## src/rtl/cla_pkg.sv

```systemverilog
// shared constants and types for the command line assembler
`timescale 1ns / 1ps

package cla_pkg;

    localparam int LINE_CAPACITY = 64;
    localparam int STORE_DEPTH   = 64;
    localparam int ADDR_W        = 6;
    localparam int COUNT_W       = 6;

    localparam logic [7:0] BYTE_CR  = 8'h0D;
    localparam logic [7:0] BYTE_LF  = 8'h0A;
    localparam logic [7:0] BYTE_BS  = 8'h08;
    localparam logic [7:0] BYTE_DEL = 8'h7F;
    localparam logic [7:0] PRINT_LO = 8'd32;
    localparam logic [7:0] PRINT_HI = 8'd126;

    // most characters a line may hold
    localparam logic [COUNT_W-1:0] FULL_COUNT = COUNT_W'(LINE_CAPACITY - 1);

    localparam logic KIND_CHAR  = 1'b0;
    localparam logic KIND_ERROR = 1'b1;

    typedef struct packed {
        logic              en;
        logic [ADDR_W-1:0] addr;
        logic [7:0]        data;
    } t_wr_req;

    typedef struct packed {
        logic              en;
        logic [ADDR_W-1:0] addr;
    } t_rd_req;

endpackage

```

## src/rtl/cli_line_assembler.sv

```systemverilog
// command line assembler: edits a line from received bytes and plays it out at line end
// editing bytes are handled at once while idle; a line end with a nonempty line reads
// its up to 63 characters from the store one at a time (store read, then output
// register), issuing each next read only after the current character is taken at the
// output; an overflow error comes out in the cycle after its request; synchronous
// active-low reset clears the fill count, the sequencer and output valid; store contents
// are left as they are and are only read after being written
`timescale 1ns / 1ps

module cli_line_assembler (
    input  logic       i_clk,
    input  logic       i_rst_n,
    input  logic       i_valid,
    output logic       o_stall,
    input  logic [7:0] i_in_byte,
    output logic       o_valid,
    input  logic       i_stall,
    output logic       o_kind,
    output logic [7:0] o_line_char,
    output logic       o_last
);

    localparam logic [1:0] ST_IDLE = 2'd0;
    localparam logic [1:0] ST_LOAD = 2'd1;
    localparam logic [1:0] ST_OUT  = 2'd2;

    logic [1:0]                   r_state, n_state;
    logic [cla_pkg::COUNT_W-1:0]  r_fill, n_fill;
    logic [cla_pkg::ADDR_W-1:0]   r_idx, n_idx;
    logic                         r_out_valid, n_out_valid;
    logic                         r_out_kind, n_out_kind;
    logic [7:0]                   r_out_char, n_out_char;
    logic                         r_out_last, n_out_last;

    cla_pkg::t_wr_req wr_req;
    cla_pkg::t_rd_req rd_req;
    logic [7:0]       rd_data;

    logic in_take;
    logic out_take;
    logic is_eol;
    logic is_erase;
    logic is_print;
    logic at_last;

    cla_line_store u_store (
        .i_clk     (i_clk),
        .i_wr      (wr_req),
        .i_rd      (rd_req),
        .o_rd_data (rd_data)
    );

    assign in_take  = i_valid && (r_state == ST_IDLE);
    assign out_take = r_out_valid && !i_stall;
    assign is_eol   = (i_in_byte == cla_pkg::BYTE_CR) || (i_in_byte == cla_pkg::BYTE_LF);
    assign is_erase = (i_in_byte == cla_pkg::BYTE_BS) || (i_in_byte == cla_pkg::BYTE_DEL);
    assign is_print = (i_in_byte >= cla_pkg::PRINT_LO) && (i_in_byte <= cla_pkg::PRINT_HI);
    // compare: is the character being read the final one of the line
    assign at_last  = (r_idx == cla_pkg::ADDR_W'(r_fill - 1'b1));

    always_comb begin
        n_state     = r_state;
        n_fill      = r_fill;
        n_idx       = r_idx;
        n_out_valid = r_out_valid;
        n_out_kind  = r_out_kind;
        n_out_char  = r_out_char;
        n_out_last  = r_out_last;
        wr_req      = '0;
        rd_req      = '0;

        unique case (r_state)
            ST_IDLE: begin
                if (in_take) begin
                    priority if (is_eol) begin
                        if (r_fill != '0) begin
                            n_idx       = '0;
                            rd_req.en   = 1'b1;
                            rd_req.addr = '0;
                            n_state     = ST_LOAD;
                        end
                    end else if (is_erase) begin
                        if (r_fill != '0) begin
                            n_fill = r_fill - 1'b1;
                        end
                    end else if (is_print) begin
                        if (r_fill < cla_pkg::FULL_COUNT) begin
                            wr_req.en   = 1'b1;
                            wr_req.addr = cla_pkg::ADDR_W'(r_fill);
                            wr_req.data = i_in_byte;
                            n_fill      = r_fill + 1'b1;
                        end else begin
                            n_fill      = '0;
                            n_out_valid = 1'b1;
                            n_out_kind  = cla_pkg::KIND_ERROR;
                            n_out_char  = 8'd0;
                            n_out_last  = 1'b1;
                            n_state     = ST_OUT;
                        end
                    end else begin
                        n_state = ST_IDLE;
                    end
                end
            end
            ST_LOAD: begin
                n_out_valid = 1'b1;
                n_out_kind  = cla_pkg::KIND_CHAR;
                n_out_char  = rd_data;
                n_out_last  = at_last;
                n_state     = ST_OUT;
            end
            ST_OUT: begin
                if (out_take) begin
                    n_out_valid = 1'b0;
                    if (r_out_last) begin
                        // error result has already cleared the count
                        if (r_out_kind == cla_pkg::KIND_CHAR) begin
                            n_fill = '0;
                        end
                        n_state = ST_IDLE;
                    end else begin
                        n_idx       = r_idx + 1'b1;
                        rd_req.en   = 1'b1;
                        rd_req.addr = r_idx + 1'b1;
                        n_state     = ST_LOAD;
                    end
                end
            end
            default: begin
                n_state     = ST_IDLE;
                n_out_valid = 1'b0;
            end
        endcase
    end

    always_ff @(posedge i_clk) begin
        if (!i_rst_n) begin
            r_state     <= ST_IDLE;
            r_fill      <= '0;
            r_out_valid <= 1'b0;
        end else begin
            r_state     <= n_state;
            r_fill      <= n_fill;
            r_out_valid <= n_out_valid;
        end
    end

    always_ff @(posedge i_clk) begin
        r_idx      <= n_idx;
        r_out_kind <= n_out_kind;
        r_out_char <= n_out_char;
        r_out_last <= n_out_last;
    end

    assign o_stall     = (r_state != ST_IDLE);
    assign o_valid     = r_out_valid;
    assign o_kind      = r_out_kind;
    assign o_line_char = r_out_char;
    assign o_last      = r_out_last;

endmodule

```

## src/rtl/cla_line_store.sv

```systemverilog
// character store for the line being assembled, one write and one registered read port
`timescale 1ns / 1ps

module cla_line_store (
    input  logic            i_clk,
    input  cla_pkg::t_wr_req i_wr,
    input  cla_pkg::t_rd_req i_rd,
    output logic [7:0]      o_rd_data
);

    logic [7:0] r_mem [cla_pkg::STORE_DEPTH];
    logic [7:0] r_rd_data;

    always_ff @(posedge i_clk) begin
        if (i_wr.en) begin
            r_mem[i_wr.addr] <= i_wr.data;
        end
        if (i_rd.en) begin
            r_rd_data <= r_mem[i_rd.addr];
        end
    end

    assign o_rd_data = r_rd_data;

endmodule

```

## config.mk

```make
export PLATFORM = sky130hd
export DESIGN_NAME = cli_line_assembler
export DESIGN_NICKNAME = d
export VERILOG_FILES = /design/src/rtl/cla_pkg.sv /design/src/rtl/cli_line_assembler.sv /design/src/rtl/cla_line_store.sv
export SDC_FILE = /design/constraint.sdc
export NUM_CORES = 1
export LEC_CHECK = 0
export BUFFER_PORTS_ARGS = -buffer_cell sky130_fd_sc_hd__buf_2
export CELL_PAD_IN_SITES_DETAIL_PLACEMENT = 0
export CELL_PAD_IN_SITES_GLOBAL_PLACEMENT = 2
export CORE_ASPECT_RATIO = 1.75
export CORE_MARGIN = 8
export CORE_UTILIZATION = 45
export CTS_CLUSTER_SIZE = 30
export DETAILED_ROUTE_END_ITERATION = 12
export GPL_ROUTABILITY_DRIVEN = 0
export PLACE_DENSITY = 0.82
export SYNTH_ARGS = -nofsm -noshare
export SYNTH_HDL_FRONTEND = slang
export SYNTH_HIERARCHICAL = 1
export SYNTH_SLANG_ARGS = --single-unit
```

## constraint.sdc

```tcl
create_clock -name i_clk -period 3.7 [get_ports i_clk]
set_clock_uncertainty 0.15 [all_clocks]
set_input_delay 0.555 -clock i_clk [delete_from_list [all_inputs] [get_ports i_clk]]
set_output_delay 0.555 -clock i_clk [all_outputs]
set_load 0.02 [all_outputs]
```

==> summary.md, run 1 <==
| Metric | Value |
|---|---|
| Largest family of logic cells by synthesized area | `multiplexers` |
| Post-synth ARST share | `0` |
| Power Total | `11.7 mW` |
| Top-area cell type share of the netlist area | `0.735` |
| #FFs+latches synth | `545` |
| Synth Area in Simple Gates | `0.0579` |
| First DRT Iteration DRCs | `878` |
| CP Max Fanout | `20` |
| Xor/xnor share of the synthesized area | `0.00600` |
| Grt total ovfl | `0` |
| Slew Limit Fails | `0` |
| Critical setup path kind | `flip-flop to flip-flop` |
| Synth warn | `6` |
| CP Launch Type | `flip-flop` |
| Crit-path most repeated cell | `buf_12` |
| Vias in the first global route | `12100` |
| Comb pwr share | `0.015` |
| Crit path max-delay family | `compound AO/OA/AOI/OAI gates` |
| Number of I/O port buffers | `23` |
| Via density | `5.58` |
| DR vias | `11400` |
| ANT nets after route | `0` |
| # IOs | `24` |
| Pin count of the biggest net entering global routing | `65` |
| CTS H-tree depth | `2` |
| CP arrival | `3.67 ns` |
| Placed Area | `0.0241 sq mm` |
| Fin area | `0.0256 sq mm` |
| Power share of the clock group | `0.407` |
| Pre-Repair DR Iteration Count | `7` |
| HP Class | `primary input to flip-flop` |
| Avg Cell Area, Syn | `19.1 sq um` |
| RSZ-0062 raised after global routing | `no` |
| Nature of the critical path endpoint | `flip-flop` |
| Layout cells sized above 1 | `0.276` |
| VDD IR-drop max | `292 uV` |
| Slowest stage delay, CP | `0.71 ns` |
| Seq pwr share | `0.578` |
| Sequential area share after synthesis | `0.743` |
| Period utilization | `0.944` |
| Clock Sinks | `545` |
| CP Cell Sequence | `nor2b_1, nand2_1, nor3_2, buf_12, buf_12, mux4_2, a2111oi_1, nor3_1, a22o_1` |
| Net Switching | `2.26 mW` |
| Die W | `183 um` |
| CTS Hold Bufs | `0` |
| CTS tree | `built` |
| Row count | `107` |
| Max_cap viols | `0` |
| CTS root buffer | `clkbuf_16` |
| Leak pwr | `8.24 nW` |
| Post-synth EDFFs | `536` |
| Cts repair resizes | `0` |
| Final #Nets | `1379` |
| Insertion delay to the later sink of the worst-skew pair | `0.57 ns` |
| Final count of hold timing violations | `0` |
| Reg clk slew, reported paths | `0.07 ns` |
| Postcts setup bufs | `0` |
| Synth area leaders | `edfxtp_1, mux4_2, nor2_1, mux2i_1, dfxtp_1` |
| Peak Freq | `0.286 GHz` |
| Antenna diode count | `0` |
| Die Y | `308 um` |
| Status | `complete, no violations` |
| Worst Tran Pin Value | `0.774 ns` |
| Die area | `0.0562 sq mm` |
| Core Util, Final | `0.529` |
| Synth Area in Compound Gates | `0.0351` |
| Synth Cell Area | `0.0219 sq mm` |
| Area delta synth->final | `16.8%` |
| Routed WL per cell | `25.4 um` |
| Net Sw Frac | `0.193` |
| Synth Instances | `1145` |
| Initial antenna violation count | `0` |
| Final wirelength | `52100 um` |
| Req. time, crit path | `3.88 ns` |
| First-pass GRT wire length | `77900 um` |
| CTS Buf Count | `46` |
| Yosys cell types | `64` |
| Synth Flop Type | `edfxtp_1` |
| Clock buffer depth | `3` |
| Mux contribution to synthesized area | `0.139` |
| CP max stage cell | `a2111oi_1` |
| Detail Placement HPWL | `35500 um` |
| Slew Limit Headroom | `0.483` |
| Pint | `9.41 mW` |
| P per Cell Area | `456 mW/mm^2` |
| Core area | `0.0483 sq mm` |
| Initial core utilization | `0.453` |
| Setup-failing EPs final | `0` |
| Period minus WS final | `3.49 ns` |
| Synth Area in Adders | `0.00229` |
| CP Buf/Inv Count | `2` |
| DRC Markers | `0` |
| GRT Total Usage | `0.188` |
| Leading area contributor after synthesis | `edfxtp_1` |
power groups by stage:
stage          combinational (mW)  clock, mW  sequential, mW
2_1_floorplan              0.0926          0            6.89
6_report                    0.174       4.75            6.75
3_3_place_gp                0.171          0            6.89
3_5_place_dp                0.174          0            6.89
4_1_cts                     0.174       4.84            6.75
5_1_grt                     0.192       5.04            6.75
state kept, by name (all words and copies together), names as in the netlist:
signal and cells:
o_kind 1, o_last 1, o_line_char 8, o_valid 1, r_fill 6, r_idx 6
r_state 2, u_store/o_rd_data 8, u_store/r_mem 512
layout make-up:
class / count / area, sq um
clock buffer: 55 / 1210
clock inverter: 24 / 244
fill: 3801 / 22700
inverter: 10 / 37.5
multi-input combinational: 589 / 5550
sequential: 545 / 16300
tap: 654 / 818
timing repair buffer: 171 / 1450
synthesized netlist by cell type, types with 2 or more instances:
master	number
a2111oi_0	3
or3_1	3
xnor2_1	8
a211oi_1	4
a21oi_1	6
o221ai_1	7
o21a_1	2
o21ai_0	18
xor2_1	7
nand2b_1	8
nand3b_1	5
nand2_1	36
dfxtp_1	9
mux4_2	124
a22oi_1	5
nor3_1	21
clkbuf_1	34
and2b_1	2
o21bai_1	2
buf_2	14
nor2b_1	22
o31a_1	3
buf_4	10
buf_6	3
and2_1	22
nor2_1	82
mux2i_1	20
or3b_2	2
o22ai_1	21
nand3_1	26
and3_1	6
a32o_1	3
a221oi_1	4
nand4_1	6
inv_1	10
a31oi_1	14
o211ai_1	3
a22o_1	4
ha_1	4
buf_1	3
edfxtp_1	536
worst paths after layout:
path	endpoint	slack, ns	start	depth (start not counted)
hold reg to reg	o_line_char[0]	0.42	u_store/o_rd_data[0]	1
hold / removal	r_fill[3]	0.20	i_rst_n	2
setup reg to reg	u_store/o_rd_data[5]	0.21	o_valid	9
setup / recovery	u_store/o_rd_data[5]	0.21	o_valid	9
kinds of logic after synthesis:
kind of cell	count (synthesis)
flops	545
buf+inv	74
xor+xnor	15
other cells	1
simple gates	250
fa+ha+maj	4
compound gates	109
mux	147
placed cells by master (no fill, tap or decap), types with 5 or more instances in the layout:
cell,count
edfxtp_1,536
inv_1,10
nand4_1,6
and2_1,15
and3_1,5
xnor2_1,8
mux2i_1,20
nand3_1,26
o221ai_1,7
buf_4,130
nand3b_1,5
nand2b_1,8
mux4_2,124
buf_2,23
buf_12,18
nor3_1,15
xor2_1,7
clkinvlp_4,5
a22oi_1,5
conb_1,64
clkbuf_1,8
nand2_1,36
clkinv_2,7
and2_2,7
a31oi_1,14
o21ai_0,18
nor2_1,82
dfxtp_1,9
nor3_2,6
o22ai_1,21
clkbuf_16,47
clkinv_1,6
a21oi_1,6
nor2b_1,21
worst register-to-register path: stages (launching register included):
cell and delay, ns:
dfxtp_1 0.33, nor2b_1 0.22, nand2_1 0.13, nor3_2 0.26, buf_12 0.27, buf_12 0.24
mux4_2 0.53, a2111oi_1 0.71, nor3_1 0.17, a22o_1 0.26
layer usage:
layer,wire (um),track usage,vias to the layer above
li1,-,-,5040
met1,18300,0.209,5918
met2,28700,0.350,357
met3,2460,0.0208,106
met4,2550,0.0924,0
met5,0,0,-
metrics by stage:
step	std cells	setup slack [ns]	setup TNS, ns	hold slack, ns
floorplan	1208	0.238	0	0.343
global placement	1969	-0.271	-0.374	0.394
detailed placement	1969	-0.225	-0.242	0.399
CTS	2048	0.0585	0	0.183
global route	2048	0.0752	0	0.204
finish	2048	0.206	0	0.204
Note: power is estimated with default switching activity, not from simulation.
==> inputs of run 2 (changes only) <==
CORE_UTILIZATION = 42   (was 45)
SYNTH_HIERARCHICAL = not set   (was 1)
==> run 2 against run 1 <==
Power increased by 1.1%. Highest routed layer is now met5. Critical path depth increased by 1. Cell count increased by 24%. Core utilization decreased by 3.9 points. First-iteration DRC count increased by 61%. Maximum frequency decreased by 0.40%.
==> summary.md, run 2 <==
| Metric | Value |
|---|---|
| Area delta synth->final | `15.9%` |
| Vias in the first global route | `15100 (+24%)` |
| Clock Sinks | `545 (unchanged)` |
| Nature of the critical path endpoint | `flip-flop` |
| Hold Startpoint | `i_rst_n` |
| Worst Tran Pin Value | `0.974 ns (+0.200 ns)` |
| Peak Freq | `0.285 GHz (-0.40%)` |
| Critical setup path kind | `flip-flop to flip-flop` |
| CP Cell Sequence | `ha_1, xnor2_1, nand2b_1, inv_1, buf_4, a21oi_1, nor3_1, o311ai_0, o21ai_0, o2bb2ai_1` |
| Sequential area share after synthesis | `0.712 (-0.0318)` |
| Most frequent cells in the layout | `edfxtp_1, nand2_1, buf_4, mux2i_1, nor2_1` |
| Max_cap viols | `0 (unchanged)` |
| Largest family of logic cells by synthesized area | `compound AO/OA/AOI/OAI gates` |
| Row count | `113 (+5.6%)` |
| HP Class | `primary input to flip-flop` |
| Initial core utilization | `0.424 (-0.0295)` |
| Slew Limit Fails | `0 (unchanged)` |
| CP max stage cell | `o311ai_0` |
| CP arrival | `3.67 ns (about the same)` |
| Synth warn | `0 (-6)` |
| Multi-input logic area | `0.00628 sq mm (+13%)` |
| Reg clk slew, reported paths | `0.07 ns (about the same)` |
| Crit path max-delay family | `compound AO/OA/AOI/OAI gates` |
| Setup-failing EPs final | `0 (unchanged)` |
| Most numerous cell in the Yosys netlist | `edfxtp_1` |
| Period utilization | `0.948 (+0.00375)` |
| CTS Buf Count | `47 (+2.2%)` |
| Mux contribution to synthesized area | `0.0632 (-0.0758)` |
| Leak pwr | `9.50 nW (+15%)` |
| Pin count of the biggest net entering global routing | `85 (+31%)` |
| Register cell area after layout | `0.0163 sq mm (unchanged)` |
| Insertion delay to the later sink of the worst-skew pair | `0.58 ns (about the same)` |
| Initial antenna violation count | `2 (+2)` |
| Yosys cell types | `80 (+25%)` |
| CP Buf/Inv Count | `2 (unchanged)` |
| CTS root buffer | `clkbuf_16` |
| Cts repair resizes | `0 (unchanged)` |
| Synth Flop Type | `edfxtp_1` |
| Final count of hold timing violations | `0 (unchanged)` |
| VDD IR-drop max | `327 uV (+12%)` |
| First-pass GRT wire length | `100000 um (+29%)` |
| Xor/xnor share of the synthesized area | `0.00574 (-0.000256)` |
| Top reg by flops | `u_store.r_mem` |
| P per Cell Area | `445 mW/mm^2 (-2.4%)` |
| Post-synth ARST share | `0 (unchanged)` |
| Hold endpoint | `o_valid` |
| Synth Area in Compound Gates | `0.101 (+0.0661)` |
| Leading area contributor after synthesis | `edfxtp_1` |
| Clock buffer depth | `3 (unchanged)` |
| DRC Markers | `0 (unchanged)` |
| Final wirelength | `68900 um (+32%)` |
| Synth area leaders | `edfxtp_1, mux2i_1, nand2_1, o21ai_0, nor2_1` |
| Fin area | `0.0265 sq mm (+3.6%)` |
| DR vias | `14700 (+29%)` |
| Routed WL per cell | `27.1 um (+6.5%)` |
| Synth Instances | `1633 (+43%)` |
| Worst flop-to-flop path startpoint | `r_idx[0]` |
| GRT Total Usage | `0.220 (+0.0323)` |
| Final #Nets | `1836 (+33%)` |
| Grt total ovfl | `0 (unchanged)` |
| #FFs+latches synth | `545 (unchanged)` |
| Die W | `192 um (+5.3%)` |
| Status | `complete, no violations` |
| Setup TNS | `0 ns (unchanged)` |
| Detail Placement HPWL | `47300 um (+33%)` |
| CTS H-tree depth | `2 (unchanged)` |
| # IOs | `24 (unchanged)` |
| RSZ-0062 raised after global routing | `no` |
| Worst Hold Path Cells | `2 (unchanged)` |
| R2R Setup Slk | `0.19 ns (about the same)` |
| CTS tree | `built` |
| Pre-Repair DR Iteration Count | `5 (-2)` |
| Dpl ws | `0.104 ns (+0.329 ns)` |
| Avg Cell Area, Syn | `14.0 sq um (-27%)` |
| CP Launch Type | `flip-flop` |
| Fill count | `4707 (+24%)` |
| Post-synth top cells | `edfxtp_1, nand2_1, mux2i_1, nor2_1, o21ai_0` |
| Die area | `0.0625 sq mm (+11%)` |
| Top-area cell type share of the netlist area | `0.704 (-0.0314)` |
| Synth Area in Adders | `0.00219 (-0.0000977)` |
| ANT nets after route | `0 (unchanged)` |
| Slowest stage delay, CP | `0.74 ns (+0.03 ns)` |
| First DRT Iteration DRCs | `1417 (+61%)` |
| CTS Hold Bufs | `0 (unchanged)` |
| Period minus WS final | `3.51 ns (+0.0139 ns)` |
| Placed Area | `0.0250 sq mm (+3.8%)` |
| Reg2reg path depth | `10 (+1)` |
| Via density | `5.77 (+3.4%)` |
| Die Y | `325 um (+5.5%)` |
| Post-synth EDFFs | `536 (unchanged)` |
| Synth Area in Simple Gates | `0.0909 (+0.0330)` |
| Core area | `0.0540 sq mm (+12%)` |
| Slew Limit Headroom | `0.348 (-0.135)` |
| Layout cells sized above 1 | `0.149 (-0.127)` |
| Number of I/O port buffers | `23 (unchanged)` |
| Commonest non-fill, non-tap cell in the layout | `edfxtp_1` |
| Postcts setup bufs | `0 (unchanged)` |
| Worst R2R End | `u_store.o_rd_data[2]` |
| Synth Cell Area | `0.0229 sq mm (+4.5%)` |
| CP Max Fanout | `7 (-65%)` |
| Setup WS post-layout | `0.192 ns (-0.0139 ns)` |
| Req. time, crit path | `3.87 ns (about the same)` |
| Max FFs per register | `512 (unchanged)` |
## run 2: cell count changes after synthesis, moves of 12 or more
cell | before | now
a21oi_1 | 6 | 88
a31oi_1 | 14 | 29
buf_2 | 14 | 36
clkbuf_1 | 34 | 50
mux2i_1 | 20 | 131
mux4_2 | 124 | 2
nand2_1 | 36 | 168
nand3_1 | 26 | 46
nor2_1 | 82 | 128
nor2b_1 | 22 | 5
o21ai_0 | 18 | 98
o221ai_1 | 7 | 35
o22ai_1 | 21 | 9
## run 2: area by class of cell
class | instances | area share
clock buffers | 54 | 0.0454
diodes | 2 | 0.000189
well taps | 690 | 0.0326
multi-input cells | 1028 | 0.237
clock inverters | 29 | 0.0102
flip-flops and latches | 545 | 0.614
repair buffers | 180 | 0.0578
inverters | 18 | 0.00274
## run 2: worst max-delay path by stage
stage / to / from / slack, ns / cells after the start
2_1_floorplan: u_store.r_mem[0][0] / i_in_byte[6] / 0.47 / 6
3_3_place_gp: u_store.o_rd_data[5] / i_stall / 0.1 / 9
3_5_place_dp: u_store.o_rd_data[5] / i_stall / 0.10 / 9
4_1_cts: u_store.o_rd_data[2] / r_idx[0] / 0.26 / 8
5_1_grt: u_store.o_rd_data[2] / r_idx[0] / 0.03 / 10
6_report: u_store.o_rd_data[2] / r_idx[0] / 0.19 / 10
## run 2: stage by stage
step	hold slack, ns	std cells	total power, mW	utilization
floorplan	0.347	1696	6.98	-
global placement	0.484	2461	7.07	0.463
detailed placement	0.504	2461	7.08	0.463
CTS	0.166	2544	11.9	0.491
global route	0.189	2544	12.1	0.491
finish	0.183	2546	11.8	0.491
## run 2: cell families (layout without fill, tap and decap cells)
group | after synthesis | after routing
buffers and inverters | 123 | 281
adders and majority gates | 4 | 4
DFF | 545 | 545
other | 1 | 66
muxes | 141 | 141
and+or+nand+nor | 446 | 446
xor gates and xnor gates | 15 | 15
AOI/OAI and AO/OA | 358 | 358
## run 2: per-layer routing
layer | routed length [um] | global-route usage | vias up
li1 | - | - | 6585
met4 | 6070 | 0.164 | 2
met1 | 23500 | 0.233 | 7317
met2 | 35900 | 0.390 | 558
met5 | 15 | 0 | -
met3 | 3370 | 0.0278 | 225
## run 2: where the power goes
group	leakage (nW)	internal (mW)	switching (mW)	total, mW
sequential	5.04	6.75	0.00536	6.76
clock	0.730	2.68	2.18	4.86
combinational	3.73	0.0532	0.136	0.189
total	9.50	9.48	2.32	11.8
==> inputs of run 3 (changes only) <==
CORE_UTILIZATION = 43   (was 42)
CTS_BUF_LIST = sky130_fd_sc_hd__clkbuf_8   (was not set)
PLACE_DENSITY = 0.84   (was 0.82)
==> run 3 against run 2 <==
Clock-buffer cell count grew 20. Sequential cell count unchanged. Worst setup slack better by 0.039 ns. Combinational power shrank 4%. Non-clock buffer count down 12. Power is 6.3% lower. Hold slack worse by 0.048 ns. Largest power group unchanged.
==> summary.md, run 3 (synthesized netlist as in run 2, its figures left out) <==
| Metric | Value |
|---|---|
| Status | `complete, no violations` |
| CP Cell Sequence | `or3b_1, buf_4, nor3_1, buf_4, o21ai_0, o21ai_0, o32ai_1, a221o_1` |
| Multi-input logic area | `0.00628 sq mm (unchanged)` |
| Pre-Repair DR Iteration Count | `8 (+3)` |
| Final wirelength | `67600 um (-1.8%)` |
| Leak pwr | `9.41 nW (-0.86%)` |
| VDD IR-drop max | `215 uV (-34%)` |
| ANT nets after route | `0 (unchanged)` |
| Max FFs per register | `512 (unchanged)` |
| Nature of the critical path endpoint | `flip-flop` |
| Number of I/O port buffers | `23 (unchanged)` |
| Layout cells sized above 1 | `0.153 (+0.00445)` |
| First-pass GRT wire length | `97900 um (-2.5%)` |
| CTS root buffer | `clkbuf_8` |
| Setup WS post-layout | `0.231 ns (+0.0392 ns)` |
| GRT Total Usage | `0.221 (+0.000559)` |
| Insertion delay to the later sink of the worst-skew pair | `0.66 ns (+0.08 ns)` |
| Cts repair resizes | `0 (unchanged)` |
| CTS tree | `built` |
| Die area | `0.0611 sq mm (-2.2%)` |
| RSZ-0062 raised after global routing | `no` |
| Reg clk slew, reported paths | `0.07 ns (about the same)` |
| Setup-failing EPs final | `0 (unchanged)` |
| Area delta synth->final | `14.3%` |
| CP arrival | `3.72 ns (+0.05 ns)` |
| Routed WL per cell | `26.3 um (-2.8%)` |
| Final count of hold timing violations | `0 (unchanged)` |
| Slowest stage delay, CP | `0.63 ns (-0.11 ns)` |
| CP Buf/Inv Count | `2 (unchanged)` |
| Period utilization | `0.938 (-0.0106)` |
| Die W | `190 um (-1.1%)` |
| CP max stage cell | `or3b_1` |
| CP Max Fanout | `16 (+9)` |
| Final #Nets | `1850 (+0.76%)` |
| First DRT Iteration DRCs | `1187 (-16%)` |
| Dpl ws | `0.0638 ns (-0.0402 ns)` |
| Slew Limit Headroom | `0.320 (-0.0282)` |
| Initial core utilization | `0.432 (+0.00830)` |
| P per Cell Area | `423 mW/mm^2 (-5.0%)` |
| Grt total ovfl | `0 (unchanged)` |
| Via density | `5.73 (-0.72%)` |
| Peak Freq | `0.288 GHz (+1.1%)` |
| Fill count | `4615 (-2.0%)` |
| Die Y | `321 um (-1.1%)` |
| Clock Sinks | `545 (unchanged)` |
| Postcts setup bufs | `0 (unchanged)` |
| Initial antenna violation count | `2 (unchanged)` |
| HP Class | `primary input to flip-flop` |
| Core area | `0.0530 sq mm (-1.9%)` |
| Vias in the first global route | `15200 (+0.60%)` |
| CTS H-tree depth | `3 (+1)` |
| Placed Instances | `2443 (-0.73%)` |
| Most frequent cells in the layout | `edfxtp_1, nand2_1, mux2i_1, buf_4, nor2_1` |
| Clock buffer depth | `3 (unchanged)` |
| Period minus WS final | `3.47 ns (-0.0392 ns)` |
| CP Launch Type | `flip-flop` |
| Register cell area after layout | `0.0163 sq mm (unchanged)` |
| Crit path max-delay family | `compound AO/OA/AOI/OAI gates` |
| Row count | `112 (-0.88%)` |
| Non-filler instance count after layout | `2571 (+0.98%)` |
| Detail Placement HPWL | `45800 um (-3.2%)` |
| Pin count of the biggest net entering global routing | `81 (-4.7%)` |
| Slew Limit Fails | `0 (unchanged)` |
| CTS Buf Count | `73 (+55%)` |
| Req. time, crit path | `3.95 ns (+0.08 ns)` |
| Max_cap viols | `0 (unchanged)` |
| Critical setup path kind | `flip-flop to flip-flop` |
| Commonest non-fill, non-tap cell in the layout | `edfxtp_1` |
| Worst Tran Pin Value | `1.01 ns (+0.0391 ns)` |
| CTS Hold Bufs | `0 (unchanged)` |
| Top reg by flops | `u_store.r_mem` |
| DR vias | `14700 (+0.26%)` |
| DRC Markers | `0 (unchanged)` |
| # IOs | `24 (unchanged)` |
| Setup TNS | `0 ns (unchanged)` |
==> run 3: changes by cell type in the layout (fill, tap and decap cells not counted), sizes merged <==
| cell | delta |
|---|---|
| clkbuf | +20 |
| inv | +13 |
| buf | -12 |
| clkinv | +11 |
| bufinv | -4 |
| clkinvlp | +3 |
==> run 3: power by group <==
part           switching [mW]  total [mW]  internal [mW]
combinational           0.134       0.181         0.0471
sequential            0.00545        6.76           6.75
clock                    2.19        4.12           1.94
total                    2.33        11.1           8.74
==> run 3: path summary, 6_finish.rpt <==
path              startpoint  cells past startpoint                    to  slack [ns]
setup / recovery      o_last                      8  u_store.o_rd_data[5]        0.23
hold / removal       i_rst_n                      2            r_state[1]        0.14
setup reg to reg      o_last                      8  u_store.o_rd_data[5]        0.23
hold reg to reg      o_valid                      2               o_valid        0.50
==> run 3: worst reg2reg max path: cells and delay by family, from the launching register on <==
kind | cells | cell delay, ns
buffers and inverters | 2 | 0.57
AND/OR/NAND/NOR | 2 | 0.98
flip-flops | 1 | 0.48
AO/OA/AOI/OAI | 4 | 1.05
==> run 3: layer usage <==
metal / GRT usage / vias to the layer above / part of all wire
li1: - / 6617 / -
met4: 0.160 / 0 / 0.078
met5: 0 / - / 0
met1: 0.218 / 7312 / 0.33
met2: 0.408 / 585 / 0.54
met3: 0.0360 / 211 / 0.056
==> run 3: final cells by class <==
cell class                 count  share of cell area
multi-input combinational   1028               0.240
tap                          684              0.0327
sequential                   545               0.622
inverter                      18             0.00277
timing repair buffer         168              0.0532
antenna                        2            0.000191
clock inverter                52             0.00962
clock buffer                  74              0.0389
==> run 3: through the flow <==
step	cell area, sq um	total power, mW	util	hold slack, ns
after floorplan	23100	6.98	-	0.347
after global placement	24900	7.06	0.470	0.478
after detailed placement	24900	7.07	0.470	0.484
after CTS	26200	11.1	0.494	0.103
after global routing	26200	11.4	0.494	0.122
final	26200	11.1	0.494	0.135
